**config.mk**
```make
export PLATFORM = sky130hd
export DESIGN_NAME = tmt_front
export DESIGN_NICKNAME = d
export VERILOG_FILES = /design/src/tmt_pkg.sv /design/src/tmt_front.sv
export SDC_FILE = /design/constraint.sdc
export NUM_CORES = 1
export LEC_CHECK = 0
export BUFFER_PORTS_ARGS = -buffer_cell sky130_fd_sc_hd__buf_2
export CAP_MARGIN = 5
export CORE_ASPECT_RATIO = 1.1
export CORE_UTILIZATION = 30
export DETAILED_ROUTE_END_ITERATION = 6
export PLACE_DENSITY = 0.49
export SETUP_SLACK_MARGIN = 0.4
export SLEW_MARGIN = 10
export SYNTH_ARGS = -nofsm -noshare
export SYNTH_HDL_FRONTEND = slang
export SYNTH_SLANG_ARGS = --single-unit
export TNS_END_PERCENT = 30
```
**constraint.sdc**
```tcl
create_clock -name clk -period 9.82 [get_ports clk]
set_clock_uncertainty 0.1 [all_clocks]
set_input_delay 1.964 -clock clk [delete_from_list [all_inputs] [get_ports clk]]
set_output_delay 1.964 -clock clk [all_outputs]
set_load 0.01 [all_outputs]
```
**src/tmt_pkg.sv**
```systemverilog
// Shared types and constants for the timer migration tracker.
package tmt_pkg;

  localparam int TableDepth = 2048;
  localparam int AddrW = $clog2(TableDepth);
  localparam int CountW = $clog2(TableDepth + 1);

  localparam logic [1:0] CmdStart  = 2'd0;
  localparam logic [1:0] CmdCancel = 2'd1;
  localparam logic [1:0] CmdExpire = 2'd2;

  typedef struct packed {
    logic [1:0]  cmd;
    logic [4:0]  cpu_id;
    logic [63:0] stamp;
    logic [63:0] timer_key;
  } item_t;

  typedef struct packed {
    logic        valid;
    item_t       item;
  } queue_head_t;

  typedef struct packed {
    logic [63:0] key;
    logic [4:0]  cpu;
    logic        busy;
    logic [63:0] stamp;
  } entry_t;

  typedef enum logic [1:0] {
    ST_IDLE,
    ST_SCAN,
    ST_FINISH
  } back_state_t;

endpackage

```
**src/tmt_front.sv**
```systemverilog
// Front end: accepts event words and holds them in a two-entry queue.
module tmt_front (
  input  logic                clk,
  input  logic                rst,
  input  logic                start,
  input  tmt_pkg::item_t      item,
  input  logic                pop,
  output logic                busy,
  output tmt_pkg::queue_head_t head
);
  import tmt_pkg::*;

  item_t      q [2];
  logic       wr_ptr;
  logic       rd_ptr;
  logic [1:0] count;
  logic       push;

  assign busy = (count == 2'd2);
  assign push = start && !busy;
  assign head.valid = (count != 2'd0);
  assign head.item = q[rd_ptr];

  // store accepted words
  always_ff @(posedge clk) begin
    if (push) begin
      q[wr_ptr] <= item;
    end
  end

  // advance pointers and fill count
  always_ff @(posedge clk) begin
    if (rst) begin
      wr_ptr <= 1'b0;
      rd_ptr <= 1'b0;
      count <= 2'd0;
    end else begin
      if (push) begin
        wr_ptr <= !wr_ptr;
      end
      if (pop && head.valid) begin
        rd_ptr <= !rd_ptr;
      end
      count <= count + {1'b0, push} - {1'b0, pop && head.valid};
    end
  end
endmodule

```
Word-level counts from Yosys, hierarchy flattened
Memory sizes are Yosys's and may differ from the RTL's. A register that Yosys moved wholly into a read port is not among the register bits.
Index checks and enable logic that the tools add are counted.
{"block": "word_totals", "reg_bits": 4, "mem_bits_rw": 270, "input_bits": 139, "n_memories": 1}
{"block": "op_classes", "n_addsub": 2, "n_eq_ne": 1, "muxes": 4, "n_reduce_logical": 6}
{"name": "q", "depth": 2, "width": 135, "rd": 1, "rd_ports_with_merged_regs": 1, "write_ports": 1, "line_no": "tmt_front.sv:13", "rtl": "item_t q [2];"}
{"op": "1-bit two-way mux", "n": 4}
{"op": "1-bit logical NOT", "n": 3}
{"op": "2-bit by 1-bit adder with 2-bit output", "n": 1}
{"op": "2-bit equality test (second input constant)", "n": 1}
{"op": "1-bit logical AND", "n": 2}
{"op": "2-bit nonzero test", "n": 1}
{"op": "2-bit by 1-bit subtractor with 2-bit output", "n": 1}

Depth between registers and ports, before layout
{"block": "logic_depth", "ltp_word": 5, "mapped_depth": 8, "ltp_nobuf": 8}

Worst setup path after synthesis
Ideal clock, no wire load.
{"block": "synth_path", "path_kind": "input port to flip-flop", "startpoint": "input port start", "endpoint": "memory q[1][0] (netlist bit), enable pin", "t_arrival_ps": 5118, "required_ps": 9209, "path_slack_ps": 4091, "cell_stages": 1, "cell_sequence": "and3_1"}
{"block": "synth_via", "elab_chain_len": 3}
{"item": "start, declared", "line_no": "tmt_front.sv:5", "rtl": "input logic start,"}
{"item": "1-bit logical AND", "line_no": "tmt_front.sv:20", "rtl": "assign push = start && !busy;"}
{"item": "1-bit two-way mux", "line_no": "tmt_front.sv:26", "rtl": "if (push) begin"}
{"item": "1-bit two-way mux (not written as such)", "line_no": "tmt_front.sv:27", "rtl": "q[wr_ptr] <= item;"}
{"item": "end, declared", "line_no": "tmt_front.sv:13"}
No other way between the ends.

==> flow_summary.ini <==
[logic_synthesis]
ys.flop_type = edfxtp_1
yosysWarnings = 0
syn_area_sq_um = 10200
async_reset_ff_share_pct = 0
syn-instance-count = 446
yosys.area.top_type = edfxtp_1
synth_most_common_cell = edfxtp_1
synth-edff-count = 270
synth_area_leaders = edfxtp_1 (80%), mux2_2 (9.4%), mux2_4 (7.4%)
syn_nets = 587
synth.top_cell.area_share_pct = 79.7
yosysSeqAreaShare_pct = 80.7
synthTopCellsByCount = edfxtp_1 (270), mux2_2 (85), mux2_4 (50)
synthDistinctLibCells = 20
synth_seq_cells = 275
syn_avg_cell_area_sq_um = 22.8

[detailed_routing]
dr.first_iter.drc_count = 222
via_per_inst = 4.26
antenna_left = 0
dr.pass1.iters = 4
wl_per_cell_um = 17.6
vias = 5106
drt-total-wl_um = 21000
post-route-drc-count = 0

[clocking]
cts_tree = done
cts.path.max_buffers = 3
clkSlewWorstSetupHoldPaths_ns = 0.06
cts_max_level = 1
cts_hold_buf = 0
cts_sinks = 275
cts_resized = 0
clk-insertion-delay-late_ns = 0.53
cts_root_buffer = clkbuf_16
cts_setup_buffers = 0
numCtsBuffers = 30

[floorplan]
fp.dieH_um = 195
rows = 70
coreArea_sq_um = 33300
initial_core_util_pct = 30.5
io_pins = 276
die_w_um = 178
dieArea_sq_um = 34600

[setup_path]
critPathKind = reg -> out
r2r-end = q[0][64]
cp.required_ns = 7.76
cp.arrival_ns = 3.21
r2r-start = count[0]
crit_path_start_kind = flop
cp_max_fo = 71
r2r_cells = 5
crit_end = head[18]
worst-r2r-setup-slack_ns = 6.85
cp-end-kind = output port

[timing]
period_minus_slack_ns = 5.27
final-hold-violation-count = 0
period_share_pct = 53.7
final.setup.tns_ns = 0
timing.fmax_ghz = 0.190
finalMaxSlewViolations = 0
slew_headroom_pct = 23.7
setup_viol_count_final = 0
rsz0062_at_grt = false
tightest_slew_ns = 1.15

[placement]
portBuffers = 275
place_inst = 1142
place.gp.congestion = 0.711
dp_hpwl_um = 13700

[final_layout]
seqCellArea_sq_um = 8210
finalNonFillerCells = 1198
drive_gt1_share_pct = 59.8
fillers = 3111
multi_input_comb_area_sq_um = 1830
layout.nets = 883
area_growth_pct = 27.0

[power]
p_per_area_nw_per_um2 = 253
p_leak_nw = 4.86
ir_worst_vdd_mv = 0.135

[grt]
antenna_found_initial = 2
grt_max_degree = 76
grt_pass1_wl_um = 31400
first_global_vias = 5635
grt_usage_pct = 11.7
grt-ovfl-total = 0

[outcome]
status = completed

[run]
maxCapViolCount = 0

[hold_path]
hold_path.class = reg -> reg
## through the flow
step                      hold slack (ns)  utilization [%]  instance area [sq um]  setup WS (ns)  power [W]
after floorplan                     0.352                -                  10200           4.09    0.00202
after global placement              0.370             36.1                  12000           5.10    0.00227
after detailed placement            0.397             36.1                  12000           5.02    0.00229
after CTS                           0.409             38.8                  12900           4.43    0.00333
after global routing                0.429             38.8                  12900           4.31    0.00343
final                               0.409             38.8                  12900           4.55    0.00327
## cells in the final DEF, fill, tap and decap left out, types with 2 or more instances in the layout
cell type,n
clkbuf_1,9
edfxtp_1,270
mux2_4,50
clkbuf_16,31
clkinv_1,7
xnor2_1,2
mux2_2,85
buf_4,4
nor2_1,3
inv_1,3
dfxtp_1,4
ha_1,2
diode_2,2
buf_2,275
clkinv_2,5
## metal layers
metal	routed length, um	vias up	track usage [%]
met1	8750	2517	14.4
met4	282	0	2.69
met2	10000	200	19.5
met3	1960	27	4.09
met5	0	-	0
li1	-	2362	-
## registers in the layout (all words and copies together) (netlist names), named ones only
name / flops
count: 2
q: 270
rd_ptr: 1
wr_ptr: 1
## worst max-delay path, stage by stage (launching register included)
cell and delay (ns):
dfxtp_4 1.03, buf_4 0.99, mux2_2 0.42, buf_2 0.14
## worst min path at each step
stage	end	depth (start not counted)	slack (ns)	start
global route	wr_ptr	2	0.43	wr_ptr
global placement	wr_ptr	2	0.37	wr_ptr
CTS	wr_ptr	2	0.41	wr_ptr
floorplan	wr_ptr	2	0.35	wr_ptr
finish	wr_ptr	2	0.41	wr_ptr
detailed placement	wr_ptr	2	0.40	wr_ptr
## kinds of logic (layout without fill, tap and decap cells)
kind of cell / count (synthesis) / count (layout) / synth area share [%]
buffers and inverters: 19 / 337 / 1.32
AO/OA/AOI/OAI: 3 / 3 / 0.172
flip-flops: 275 / 275 / 80.7
adder cells (fa/ha/maj): 2 / 2 / 0.246
AND/OR/NAND/NOR: 9 / 9 / 0.480
multiplexers: 135 / 135 / 16.8
other: 0 / 2 / 0
XOR/XNOR: 3 / 3 / 0.258
## where the power goes
group | total (W) | leakage [nW] | internal (W) | switching [W]
Combinational | 0.000719 | 1.85 | 0.000358 | 0.000361
Clock | 0.00102 | 0.441 | 0.000599 | 0.000424
Sequential | 0.00153 | 2.56 | 0.00146 | 0.0000714
Total | 0.00327 | 4.86 | 0.00242 | 0.000857
## area by class of cell
type                            instances  share of cell area (%)
Inverter                                4                   0.155
Sequential cell                       275                    63.6
Tap cell                              432                    4.19
Antenna cell                            2                  0.0388
Clock inverter                         14                   0.698
Clock buffer                           40                    6.27
Timing Repair Buffer                  279                    10.9
Multi-Input combinational cell        152                    14.2
No activity file was read; power rests on OpenSTA's default activity.
